===== src/brd_pkg.sv =====
// Package for the bus region decoder: widths, sizes, codes and the request,
// result, configuration and queue entry types. No dependencies.
package brd_pkg;

  localparam int unsigned ADDR_W  = 24;
  localparam int unsigned DATA_W  = 16;
  localparam int unsigned COUNT_W = 32;

  localparam int unsigned ROM_BYTES      = 524288;
  localparam int unsigned ROM_AW         = $clog2(ROM_BYTES);
  localparam int unsigned ROM_BANK_AW    = ROM_AW - 1;
  localparam int unsigned ROM_BANK_DEPTH = ROM_BYTES / 2;
  localparam logic [ADDR_W-1:0] ROM_DECODE_LAST = ADDR_W'(524287);
  localparam logic [ADDR_W:0]   ROM_END         = (ADDR_W + 1)'(ROM_BYTES);

  localparam int unsigned WRAM_BYTES      = 8192;
  localparam int unsigned WRAM_AW         = $clog2(WRAM_BYTES);
  localparam int unsigned WRAM_BANK_AW    = WRAM_AW - 1;
  localparam int unsigned WRAM_BANK_DEPTH = WRAM_BYTES / 2;
  localparam logic [ADDR_W-1:0] WRAM_SIZE = ADDR_W'(WRAM_BYTES);

  localparam int unsigned SHADOW_ENTRIES = 8;
  localparam int unsigned SHADOW_AW      = $clog2(SHADOW_ENTRIES);
  localparam int unsigned INPUT_PORTS    = 3;

  localparam int unsigned REGION_TOTAL  = 6;
  localparam int unsigned COUNTER_TOTAL = REGION_TOTAL * 4;
  localparam int unsigned CNT_IDX_W     = $clog2(COUNTER_TOTAL);

  localparam int unsigned REG_TOTAL = 8;
  localparam int unsigned REG_IDX_W = $clog2(REG_TOTAL);
  localparam int unsigned PADDR_W   = $clog2(REG_TOTAL * 4);

  localparam int unsigned QUEUE_DEPTH = 2;

  localparam logic [7:0]        BYTE_ONES = 8'hFF;
  localparam logic [DATA_W-1:0] WORD_ONES = 16'hFFFF;

  typedef enum logic [1:0] {
    ACT_READ     = 2'd0,
    ACT_WRITE    = 2'd1,
    ACT_ROM_LOAD = 2'd2,
    ACT_PORT_SET = 2'd3
  } brd_action_e;

  typedef enum logic [2:0] {
    RG_ROM     = 3'd0,
    RG_WRAM    = 3'd1,
    RG_INPUT   = 3'd2,
    RG_VIDEO   = 3'd3,
    RG_SOUND   = 3'd4,
    RG_UNKNOWN = 3'd5
  } brd_region_e;

  typedef enum logic [1:0] {
    PORT_P0  = 2'd0,
    PORT_P1  = 2'd1,
    PORT_DIP = 2'd2
  } brd_port_e;

  typedef enum logic [REG_IDX_W-1:0] {
    REG_WRAM_BASE   = 3'd0,
    REG_PORT0       = 3'd1,
    REG_PORT1       = 3'd2,
    REG_DIP         = 3'd3,
    REG_VIDEO_FIRST = 3'd4,
    REG_VIDEO_LAST  = 3'd5,
    REG_SOUND_FIRST = 3'd6,
    REG_SOUND_LAST  = 3'd7
  } brd_reg_e;

  typedef struct packed {
    logic [1:0]        action;
    logic              is_wide;
    logic [ADDR_W-1:0] address;
    logic [DATA_W-1:0] write_data;
  } brd_in_t;

  typedef struct packed {
    logic [DATA_W-1:0]  read_data;
    logic [2:0]         region;
    logic [COUNT_W-1:0] access_count;
  } brd_out_t;

  typedef struct packed {
    logic [ADDR_W-1:0] workram_base;
    logic [ADDR_W-1:0] port0_address;
    logic [ADDR_W-1:0] port1_address;
    logic [ADDR_W-1:0] dip_address;
    logic [ADDR_W-1:0] video_first;
    logic [ADDR_W-1:0] video_last;
    logic [ADDR_W-1:0] sound_first;
    logic [ADDR_W-1:0] sound_last;
  } brd_cfg_t;

  typedef struct packed {
    brd_action_e          action;
    logic                 wide;
    logic [ADDR_W-1:0]    address;
    logic [DATA_W-1:0]    wdata;
    brd_region_e          region;
    logic [WRAM_AW-1:0]   wram_off;
    logic [SHADOW_AW-1:0] shadow_idx;
    logic                 port_hit;
    brd_port_e            port_slot;
  } brd_item_t;

endpackage


===== src/brd_front.sv =====
// Front end: accepts requests and classifies them into bus regions.
// Depends on brd_pkg.
module brd_front import brd_pkg::*; (
  input  logic      start_i,
  input  brd_in_t   req_i,
  input  brd_cfg_t  cfg_i,
  input  logic      q_full_i,
  input  logic      clearing_i,
  output logic      busy_o,
  output logic      push_o,
  output brd_item_t item_o
);

  logic [ADDR_W-1:0] addr;
  logic [ADDR_W-1:0] wdiff;
  logic [ADDR_W-1:0] vdiff;
  logic [ADDR_W-1:0] sdiff;
  logic              hit_p0;
  logic              hit_p1;
  logic              hit_dip;
  brd_region_e       bus_region;
  brd_action_e       action;

  assign busy_o = q_full_i | clearing_i;
  assign push_o = start_i & ~busy_o;

  assign addr    = req_i.address;
  assign action  = brd_action_e'(req_i.action);
  assign wdiff   = addr - cfg_i.workram_base;
  assign vdiff   = addr - cfg_i.video_first;
  assign sdiff   = addr - cfg_i.sound_first;
  assign hit_p0  = addr == cfg_i.port0_address;
  assign hit_p1  = addr == cfg_i.port1_address;
  assign hit_dip = addr == cfg_i.dip_address;

  always_comb begin
    priority if (addr <= ROM_DECODE_LAST) begin
      bus_region = RG_ROM;
    end else if (addr >= cfg_i.workram_base && wdiff < WRAM_SIZE) begin
      bus_region = RG_WRAM;
    end else if (hit_p0 || hit_p1 || hit_dip) begin
      bus_region = RG_INPUT;
    end else if (addr >= cfg_i.video_first && addr <= cfg_i.video_last) begin
      bus_region = RG_VIDEO;
    end else if (addr >= cfg_i.sound_first && addr <= cfg_i.sound_last) begin
      bus_region = RG_SOUND;
    end else begin
      bus_region = RG_UNKNOWN;
    end
  end

  always_comb begin
    item_o.action   = action;
    item_o.wide     = req_i.is_wide;
    item_o.address  = addr;
    item_o.wdata    = req_i.write_data;
    item_o.wram_off = wdiff[WRAM_AW-1:0];
    item_o.port_hit = hit_p0 | hit_p1 | hit_dip;
    priority if (hit_p0) begin
      item_o.port_slot = PORT_P0;
    end else if (hit_p1) begin
      item_o.port_slot = PORT_P1;
    end else begin
      item_o.port_slot = PORT_DIP;
    end
    item_o.shadow_idx = (bus_region == RG_VIDEO) ? vdiff[SHADOW_AW:1] : sdiff[SHADOW_AW:1];
    unique case (action)
      ACT_ROM_LOAD: item_o.region = RG_ROM;
      ACT_PORT_SET: item_o.region = RG_INPUT;
      default:      item_o.region = bus_region;
    endcase
  end

endmodule


===== config.mk =====
export PLATFORM = sky130hd
export DESIGN_NAME = brd_front
export DESIGN_NICKNAME = d
export VERILOG_FILES = /design/src/brd_pkg.sv /design/src/brd_front.sv
export SDC_FILE = /design/constraint.sdc
export NUM_CORES = 1
export LEC_CHECK = 0
export ABC_AREA = 1
export BUFFER_PORTS_ARGS = -buffer_cell sky130_fd_sc_hd__buf_2
export CORE_MARGIN = 10
export CORE_UTILIZATION = 53
export DETAILED_ROUTE_END_ITERATION = 8
export PLACE_DENSITY = 0.95
export SLEW_MARGIN = 20
export SYNTH_ARGS = -nofsm -noshare
export SYNTH_HDL_FRONTEND = slang
export SYNTH_SLANG_ARGS = --single-unit

===== constraint.sdc =====
create_clock -name vclk -period 7.9
set_input_delay 0.79 -clock vclk [all_inputs]
set_output_delay 0.79 -clock vclk [all_outputs]
set_load 0.03 [all_outputs]

==> out/qor.txt <==
Setup Buffers After CTS: 0
gr ovfl total: 0
Core ar.: 0.0113 mm²
Post-Route WL: 22,800 µm
setup TNS: 0 ns
Syn Area/Cell: 5.78 µm²
initial core utilization: 0.537
dpl hpwl: 20,400 µm
top-area cell type share of the netlist area: 0.251
final-stage net count: 1,642
period utilisation layout: 0.586
largest net degree at the start of global routing: 12
crit path from: req_i[16]
fill count: 1,029
initial drt markers: 370
Ys Warns: 0
DIE AREA: 0.0161 mm²
PortBufs: 271
ranking of synthesized cells by area: ha_1 (25%), nand2_1 (18%), inv_1 (15%), xnor2_1 (8.1%), buf_4 (5.3%)
post-route minimum period: 4.63 ns
total global-route track usage: 0.262
leakage dissipation: 4.71 nW
outcome: finished clean
Detailed Routing Iterations Pass 1: 5
Setup crit start kind: input pin
Critical Path Most Common Cell: nand2_1
RSZ-0062 raised after global routing: false
most common cell in the netlist: nand2_1
Crit Path Category: in -> out
HP Class: in -> out
Cell Rows: 39
Cells after Synth: 1,051
Avg Vias per Cell: 5.02
Post-synth top cells: nand2_1 (287), inv_1 (244), ha_1 (122)
post-cts sizing count: 0
Yosys cell types: 37
wire per inst: 16.0 µm
CP top delay family: simple AND/OR/NAND/NOR gates
Least-Margin Pin Slew: 0.420 ns
largest area contributor in the netlist: ha_1
Setup Viol. Count Final: 0
Crit path largest cell delay: 0.40 ns
global-route wire length before repair: 35,400 µm
synthesized cell area: 0.00608 mm²
DRC: 0
Die H: 127 µm
Data required, critical path: 7.11 ns
worst hold start: req_i[4]
Antenna Nets Post-Route: 0
Placer Congestion: 0.982
Final Power: 509 µW
Slew HR: 0.719
P&R area growth vs syn: 19.9%
via count of the routed design: 7,140
sequential area share after synthesis: 0
worst path arrival time: 3.84 ns
Register Area: 0 µm²
Power Density: 69.9 mW/mm²
Slew Limit Fails: 0
Peak Freq: 216 MHz
CP max-delay cell: fa_1
die width: 127 µm
hold buffers post-CTS: 0
CP Capture Type: primary output
max_cap viols: 0
crit path buf inv count: 6
# diodes: 0
syn_nets: 1,413
num sequential: 0
Max rail drop VDD: 0.0000814 V
share of layout cells above drive strength 1: 0.243
Hold Vio Cnt, Final: 0
number of global-route vias before repair: 7,058
CP Max Fanout: 7
initial antenna violation count: 0
Ports: 305
Clock buffer cells: 0
==> area by class of cell <==
type	count	area, µm²	share of cell area
Multi-Input combinational cell	759	4820	0.661
Timing Repair Buffer	271	1360	0.186
Inverter	248	931	0.128
Tap cell	143	179	0.0246
==> cells in the final DEF (no fill, tap or decap), types with 2 or more instances in the layout <==
cell,count
a21o_1,3
nor2_4,3
nor2_1,68
fa_1,2
nand2_1,287
nand2_2,11
a21oi_1,61
and2_0,2
nand3_2,4
buf_2,271
and2_1,3
o21a_1,7
ha_1,122
nand3b_1,2
o21ai_0,10
nand3_1,28
xor2_1,26
a31oi_1,2
xnor2_1,56
nand4_1,33
o21bai_1,3
inv_2,3
nor2_2,13
inv_1,244
nor3_1,3
==> power breakdown <==
group / switching (mW) / total [mW] / leakage, nW / internal, mW
logic: 0.316 / 0.509 / 4.71 / 0.194
clock network: 0 / 0 / 0 / 0
registers: 0 / 0 / 0 / 0
==> kinds of logic after synthesis <==
group / count (synthesis) / share of synthesized area
AND/OR/NAND/NOR: 464 / 0.333
buffers and inverters: 292 / 0.207
adder cells (fa/ha/maj): 124 / 0.258
AO/OA/AOI/OAI: 89 / 0.0838
XOR/XNOR: 82 / 0.118
==> per-stage QoR <==
step	area (µm²)	utilization	hold slack, ns	setup WS [ns]	cells
after detailed placement	7280	0.643	1.58	3.29	1421
after CTS	7280	0.643	1.58	3.27	1421
after global placement	7280	0.643	1.58	3.36	1421
after global routing	7280	0.643	1.58	2.95	1421
after floorplan	6080	-	1.71	3.51	1051
final	7280	0.643	1.58	3.27	1421
==> worst paths after layout <==
check	endpoint	slack, ns	depth (start not counted)
max	item_o[5]	3.27	27
min	item_o[26]	1.58	0
==> routing by layer <==
layer / track usage / wire length (µm) / up-vias
met1: 0.295 / 9300 / 3125
met4: 0.0616 / 556 / 0
met3: 0.0707 / 2090 / 35
met5: 0 / 0 / -
li1: - / - / 3666
met2: 0.475 / 10800 / 314
(Power assumes the default switching activity.)
