### config.mk
export PLATFORM = sky130hd
export DESIGN_NAME = brd_queue
export DESIGN_NICKNAME = d
export VERILOG_FILES = /design/src/brd_pkg.sv /design/src/brd_queue.sv
export SDC_FILE = /design/constraint.sdc
export NUM_CORES = 1
export LEC_CHECK = 0
export ABC_AREA = 1
export BUFFER_PORTS_ARGS = -buffer_cell sky130_fd_sc_hd__buf_2
export CORE_UTILIZATION = 40
export DETAILED_ROUTE_END_ITERATION = 8
export SLEW_MARGIN = 20
export SYNTH_ARGS = -nofsm -noshare
export SYNTH_HDL_FRONTEND = slang
export SYNTH_SLANG_ARGS = --single-unit
### constraint.sdc
create_clock -name clk_i -period 4.51 [get_ports clk_i]
set_clock_uncertainty 0.1 [all_clocks]
set_input_delay 0.2255 -clock clk_i [delete_from_list [all_inputs] [get_ports clk_i]]
set_output_delay 0.2255 -clock clk_i [all_outputs]
set_load 0.01 [all_outputs]
### src/brd_pkg.sv
// Package for the bus region decoder: widths, sizes, codes and the request,
// result, configuration and queue entry types. No dependencies.
package brd_pkg;

  localparam int unsigned ADDR_W  = 24;
  localparam int unsigned DATA_W  = 16;
  localparam int unsigned COUNT_W = 32;

  localparam int unsigned ROM_BYTES      = 524288;
  localparam int unsigned ROM_AW         = $clog2(ROM_BYTES);
  localparam int unsigned ROM_BANK_AW    = ROM_AW - 1;
  localparam int unsigned ROM_BANK_DEPTH = ROM_BYTES / 2;
  localparam logic [ADDR_W-1:0] ROM_DECODE_LAST = ADDR_W'(524287);
  localparam logic [ADDR_W:0]   ROM_END         = (ADDR_W + 1)'(ROM_BYTES);

  localparam int unsigned WRAM_BYTES      = 8192;
  localparam int unsigned WRAM_AW         = $clog2(WRAM_BYTES);
  localparam int unsigned WRAM_BANK_AW    = WRAM_AW - 1;
  localparam int unsigned WRAM_BANK_DEPTH = WRAM_BYTES / 2;
  localparam logic [ADDR_W-1:0] WRAM_SIZE = ADDR_W'(WRAM_BYTES);

  localparam int unsigned SHADOW_ENTRIES = 8;
  localparam int unsigned SHADOW_AW      = $clog2(SHADOW_ENTRIES);
  localparam int unsigned INPUT_PORTS    = 3;

  localparam int unsigned REGION_TOTAL  = 6;
  localparam int unsigned COUNTER_TOTAL = REGION_TOTAL * 4;
  localparam int unsigned CNT_IDX_W     = $clog2(COUNTER_TOTAL);

  localparam int unsigned REG_TOTAL = 8;
  localparam int unsigned REG_IDX_W = $clog2(REG_TOTAL);
  localparam int unsigned PADDR_W   = $clog2(REG_TOTAL * 4);

  localparam int unsigned QUEUE_DEPTH = 2;

  localparam logic [7:0]        BYTE_ONES = 8'hFF;
  localparam logic [DATA_W-1:0] WORD_ONES = 16'hFFFF;

  typedef enum logic [1:0] {
    ACT_READ     = 2'd0,
    ACT_WRITE    = 2'd1,
    ACT_ROM_LOAD = 2'd2,
    ACT_PORT_SET = 2'd3
  } brd_action_e;

  typedef enum logic [2:0] {
    RG_ROM     = 3'd0,
    RG_WRAM    = 3'd1,
    RG_INPUT   = 3'd2,
    RG_VIDEO   = 3'd3,
    RG_SOUND   = 3'd4,
    RG_UNKNOWN = 3'd5
  } brd_region_e;

  typedef enum logic [1:0] {
    PORT_P0  = 2'd0,
    PORT_P1  = 2'd1,
    PORT_DIP = 2'd2
  } brd_port_e;

  typedef enum logic [REG_IDX_W-1:0] {
    REG_WRAM_BASE   = 3'd0,
    REG_PORT0       = 3'd1,
    REG_PORT1       = 3'd2,
    REG_DIP         = 3'd3,
    REG_VIDEO_FIRST = 3'd4,
    REG_VIDEO_LAST  = 3'd5,
    REG_SOUND_FIRST = 3'd6,
    REG_SOUND_LAST  = 3'd7
  } brd_reg_e;

  typedef struct packed {
    logic [1:0]        action;
    logic              is_wide;
    logic [ADDR_W-1:0] address;
    logic [DATA_W-1:0] write_data;
  } brd_in_t;

  typedef struct packed {
    logic [DATA_W-1:0]  read_data;
    logic [2:0]         region;
    logic [COUNT_W-1:0] access_count;
  } brd_out_t;

  typedef struct packed {
    logic [ADDR_W-1:0] workram_base;
    logic [ADDR_W-1:0] port0_address;
    logic [ADDR_W-1:0] port1_address;
    logic [ADDR_W-1:0] dip_address;
    logic [ADDR_W-1:0] video_first;
    logic [ADDR_W-1:0] video_last;
    logic [ADDR_W-1:0] sound_first;
    logic [ADDR_W-1:0] sound_last;
  } brd_cfg_t;

  typedef struct packed {
    brd_action_e          action;
    logic                 wide;
    logic [ADDR_W-1:0]    address;
    logic [DATA_W-1:0]    wdata;
    brd_region_e          region;
    logic [WRAM_AW-1:0]   wram_off;
    logic [SHADOW_AW-1:0] shadow_idx;
    logic                 port_hit;
    brd_port_e            port_slot;
  } brd_item_t;

endpackage

### src/brd_queue.sv
// Short queue of classified requests between the front and back ends.
// Depends on brd_pkg.
module brd_queue import brd_pkg::*; (
  input  logic      clk_i,
  input  logic      rst_ni,
  input  logic      push_i,
  input  brd_item_t item_i,
  input  logic      pop_i,
  output logic      full_o,
  output logic      valid_o,
  output brd_item_t item_o
);

  localparam int unsigned PTR_W = (QUEUE_DEPTH > 1) ? $clog2(QUEUE_DEPTH) : 1;
  localparam int unsigned CNT_W = $clog2(QUEUE_DEPTH + 1);
  localparam logic [PTR_W-1:0] PTR_LAST = PTR_W'(QUEUE_DEPTH - 1);
  localparam logic [CNT_W-1:0] CNT_FULL = CNT_W'(QUEUE_DEPTH);

  brd_item_t        slot_q [QUEUE_DEPTH];
  logic [PTR_W-1:0] wr_ptr_q, wr_ptr_d;
  logic [PTR_W-1:0] rd_ptr_q, rd_ptr_d;
  logic [CNT_W-1:0] count_q, count_d;
  logic             do_push;
  logic             do_pop;

  assign full_o  = count_q == CNT_FULL;
  assign valid_o = count_q != '0;
  assign item_o  = slot_q[rd_ptr_q];
  assign do_push = push_i & ~full_o;
  assign do_pop  = pop_i & valid_o;

  always_comb begin
    wr_ptr_d = wr_ptr_q;
    rd_ptr_d = rd_ptr_q;
    count_d  = count_q;
    if (do_push) begin
      wr_ptr_d = (wr_ptr_q == PTR_LAST) ? '0 : wr_ptr_q + 1'b1;
    end
    if (do_pop) begin
      rd_ptr_d = (rd_ptr_q == PTR_LAST) ? '0 : rd_ptr_q + 1'b1;
    end
    if (do_push && !do_pop) begin
      count_d = count_q + 1'b1;
    end else if (do_pop && !do_push) begin
      count_d = count_q - 1'b1;
    end
  end

  always_ff @(posedge clk_i or negedge rst_ni) begin
    if (!rst_ni) begin
      wr_ptr_q <= '0;
      rd_ptr_q <= '0;
      count_q  <= '0;
    end else begin
      wr_ptr_q <= wr_ptr_d;
      rd_ptr_q <= rd_ptr_d;
      count_q  <= count_d;
    end
  end

  always_ff @(posedge clk_i) begin
    if (do_push) begin
      slot_q[wr_ptr_q] <= item_i;
    end
  end

`ifndef SYNTHESIS
  a_no_overflow: assert property (@(posedge clk_i) disable iff (!rst_ni)
    full_o && !do_pop |-> !push_i)
    else $error("request pushed into a full queue");

  a_count_bound: assert property (@(posedge clk_i) disable iff (!rst_ni)
    count_q <= CNT_FULL)
    else $error("queue count beyond depth");

  a_pop_valid: assert property (@(posedge clk_i) disable iff (!rst_ni)
    pop_i |-> valid_o)
    else $error("request popped from an empty queue");
`endif

endmodule

==> metrics.yaml <==
vias_per_cell: 4.49
port_buffers: 135
timing.critical_path.to_type: "flop"
num_rows: 40
min_period_over_period: 0.532
setup_total_negative_slack_ns: 0
top_level_port_count: 136
cts_root_buffer: "sky130_fd_sc_hd__clkbuf_16"
timing.max_cap.violations: 0
grt_first_pass_wirelength_um: 15500
detail_route.wirelength_um: 9880
share_seq_of_total_power: 0.395
synth_top_area_frac: 0.790
hold_path_class: "input port to asynchronous set/reset pin"
synth_area_leaders: "sky130_fd_sc_hd__edfxtp_1, sky130_fd_sc_hd__nand2_1, sky130_fd_sc_hd__dfrtp_1"
syn_avg_cell_area_um2: 13.3
design.die.area_um2: 12800
cellInternalPower_w: 0.00307
netlist_instances: 371
tritoncts: "done"
dr.first_iter.drc_count: 145
slew_headroom: 0.302
comb_power_share: 0.292
die_x_um: 113
final_hold_viol_count: 0
timing.final.max_slew_violations: 0
area_delta_synth_final_pct: 42.6
synth_top_area_cell: "sky130_fd_sc_hd__edfxtp_1"
total_clock_buffers_created_by_cts: 17
die_ht_um: 113
drc_errors: 0
cts_num_sinks: 134
dpl_cell_area_um2: 5770
leakage_nw: 3.06
rsz0062_at_grt: "no"
initial_antenna_violation_count: 0
overflow: 0
worst_ep_required_time_ns: 4.49
worst_setup_path_class: "flop to flop"
critPathArrivalTime_ns: 2.38
synthesis_warning_total: 0
worstMarginPinSlew_ns: 1.04
grt_util_all_layers: 0.163
coreArea_um2: 12000
syn_nets: 441
total_switching_power_w: 0.00141
report.final.setup_viol: 0
seq_cells_post_synth: 134
routed_wire_length_per_instance_um: 13.3
cp-startpoint: "count_q[1]$_DFFE_PN0P_"
detailroute.via_count: 3334
switching_share: 0.315
post-route-min-period_ns: 2.40
power_w: 0.00448
power.density_nw_per_um2: 635
post_cts.repair.setup_buffers: 0
floorplan.initialDensity: 0.412
first_global_vias: 3283
num_antenna_cells: 0
commonest_non_fill_non_tap_cell_in_the_layout: "sky130_fd_sc_hd__nand2_1"
cts-htree-levels: 4
place.gp.congestion: 0.756
worst_skew_pair.late_latency_ns: 0.40
drive_above_1_share: 0.290
clock.fmax_mhz: 417
postRouteAntennaNets: 0
max-vdd-ir-drop_v: 0.000278
layout.nets: 653
status: "finished clean"
drt_pre_antenna_iters: 4
grt_start_max_net_pins: 67
part_of_the_power_in_the_clock_network: 0.312
detailedPlacementHpwl_um: 5900
synth_area_um2: 4940
clk_pin_slew_worst_paths_ns: 0.05
max-clock-path-buffers: 2
post-route-cell-area_um2: 7050
most-common-layout-cells: "sky130_fd_sc_hd__nand2_1, sky130_fd_sc_hd__buf_2, sky130_fd_sc_hd__edfxtp_1"
synth-seq-area-share: 0.810
yosys.cell_types.count: 13
cp-start-kind: "flop"
reg2reg_from: "count_q[1]$_DFFE_PN0P_"
crit_path_max_fanout: 46
worst max-delay path: stages, from the launching register on:
cell and delay, ns:
sky130_fd_sc_hd__dfrtp_1 0.37, sky130_fd_sc_hd__inv_1 0.11, sky130_fd_sc_hd__nor2_1 0.08, sky130_fd_sc_hd__nor2_1 0.16
sky130_fd_sc_hd__nand2_1 0.11, sky130_fd_sc_hd__inv_2 0.72, sky130_fd_sc_hd__buf_4 0.42
final timing paths:
kind | end | slack [ns] | cells past startpoint
max reg2reg | slot_q[0][7]$_DFFE_PP_ | 2.11 | 6
min in group clk_i | wr_ptr_q$_DFFE_PN0N_ | 0.14 | 5
max in group asynchronous | rd_ptr_q$_DFFE_PN0P_ | 4.12 | 2
min | rd_ptr_q$_DFFE_PN0P_ | 0.06 | 2
min reg2reg | count_q[1]$_DFFE_PN0P_ | 0.37 | 2
max | slot_q[0][7]$_DFFE_PP_ | 2.11 | 6
layout make-up:
type,count,area [µm²]
fill,986,4960
sequential,134,4010
timing repair buffer,207,1380
multi-input combinational,215,835
clock buffer,18,429
clock inverter,14,184
tap,147,184
inverter,8,30.0
power by group through the flow:
stage | Clock [W] | Combinational, W | Sequential (W)
after floorplan | 0 | 0.000780 | 0.00180
after global placement | 0 | 0.00128 | 0.00178
after detailed placement | 0 | 0.00129 | 0.00179
after CTS | 0.00142 | 0.00134 | 0.00177
after global routing | 0.00148 | 0.00147 | 0.00179
final | 0.00140 | 0.00131 | 0.00177
registers in the layout (all words and copies together), names as in the netlist:
register,cells
slot_q,130
count_q,2
rd_ptr_q,1
wr_ptr_q,1
stage by stage:
step	hold slack, ns	cells	util	worst slack [ns]
after detailed placement	-0.0628	644	0.480	2.09
after floorplan	-0.170	371	-	0.647
final	0.0631	743	0.587	2.11
after global routing	0.0744	743	0.587	1.88
after CTS	0.0386	743	0.587	2.09
after global placement	-0.0627	644	0.480	2.14
metal layers:
layer  global-route usage  vias to the layer above  part of all wire
li1                     -                     1677                 -
met1                0.186                     1540              0.43
met2                0.277                      101              0.50
met3               0.0595                       16             0.059
met4               0.0675                        0             0.017
met5                    0                        -                 0
cell usage after synthesis:
library cell                 n
sky130_fd_sc_hd__nand2_1   206
sky130_fd_sc_hd__nand4_1     1
sky130_fd_sc_hd__inv_2       1
sky130_fd_sc_hd__buf_4       5
sky130_fd_sc_hd__inv_1       7
sky130_fd_sc_hd__dfrtp_1     4
sky130_fd_sc_hd__edfxtp_1  130
sky130_fd_sc_hd__ha_1        1
sky130_fd_sc_hd__nor2_1      3
sky130_fd_sc_hd__o21ai_0     1
sky130_fd_sc_hd__buf_2       9
sky130_fd_sc_hd__nand3_1     2
sky130_fd_sc_hd__xnor2_1     1
logic make-up after synthesis:
| family | after synthesis | synth area share |
|---|---|---|
| compound gates | 1 | 0.00101 |
| xor+xnor | 1 | 0.00177 |
| fa+ha+maj | 1 | 0.00253 |
| buf+inv | 22 | 0.0228 |
| flops | 134 | 0.810 |
| simple gates | 212 | 0.162 |
timing repair:
| item | CTS | global route |
|---|---|---|
| endpoints found under the hold margin | 135 | 0 |
| gates resized for setup | 0 | 0 |
| hold buffers | 67 | 0 |
Note: power is estimated with default switching activity, not from simulation.
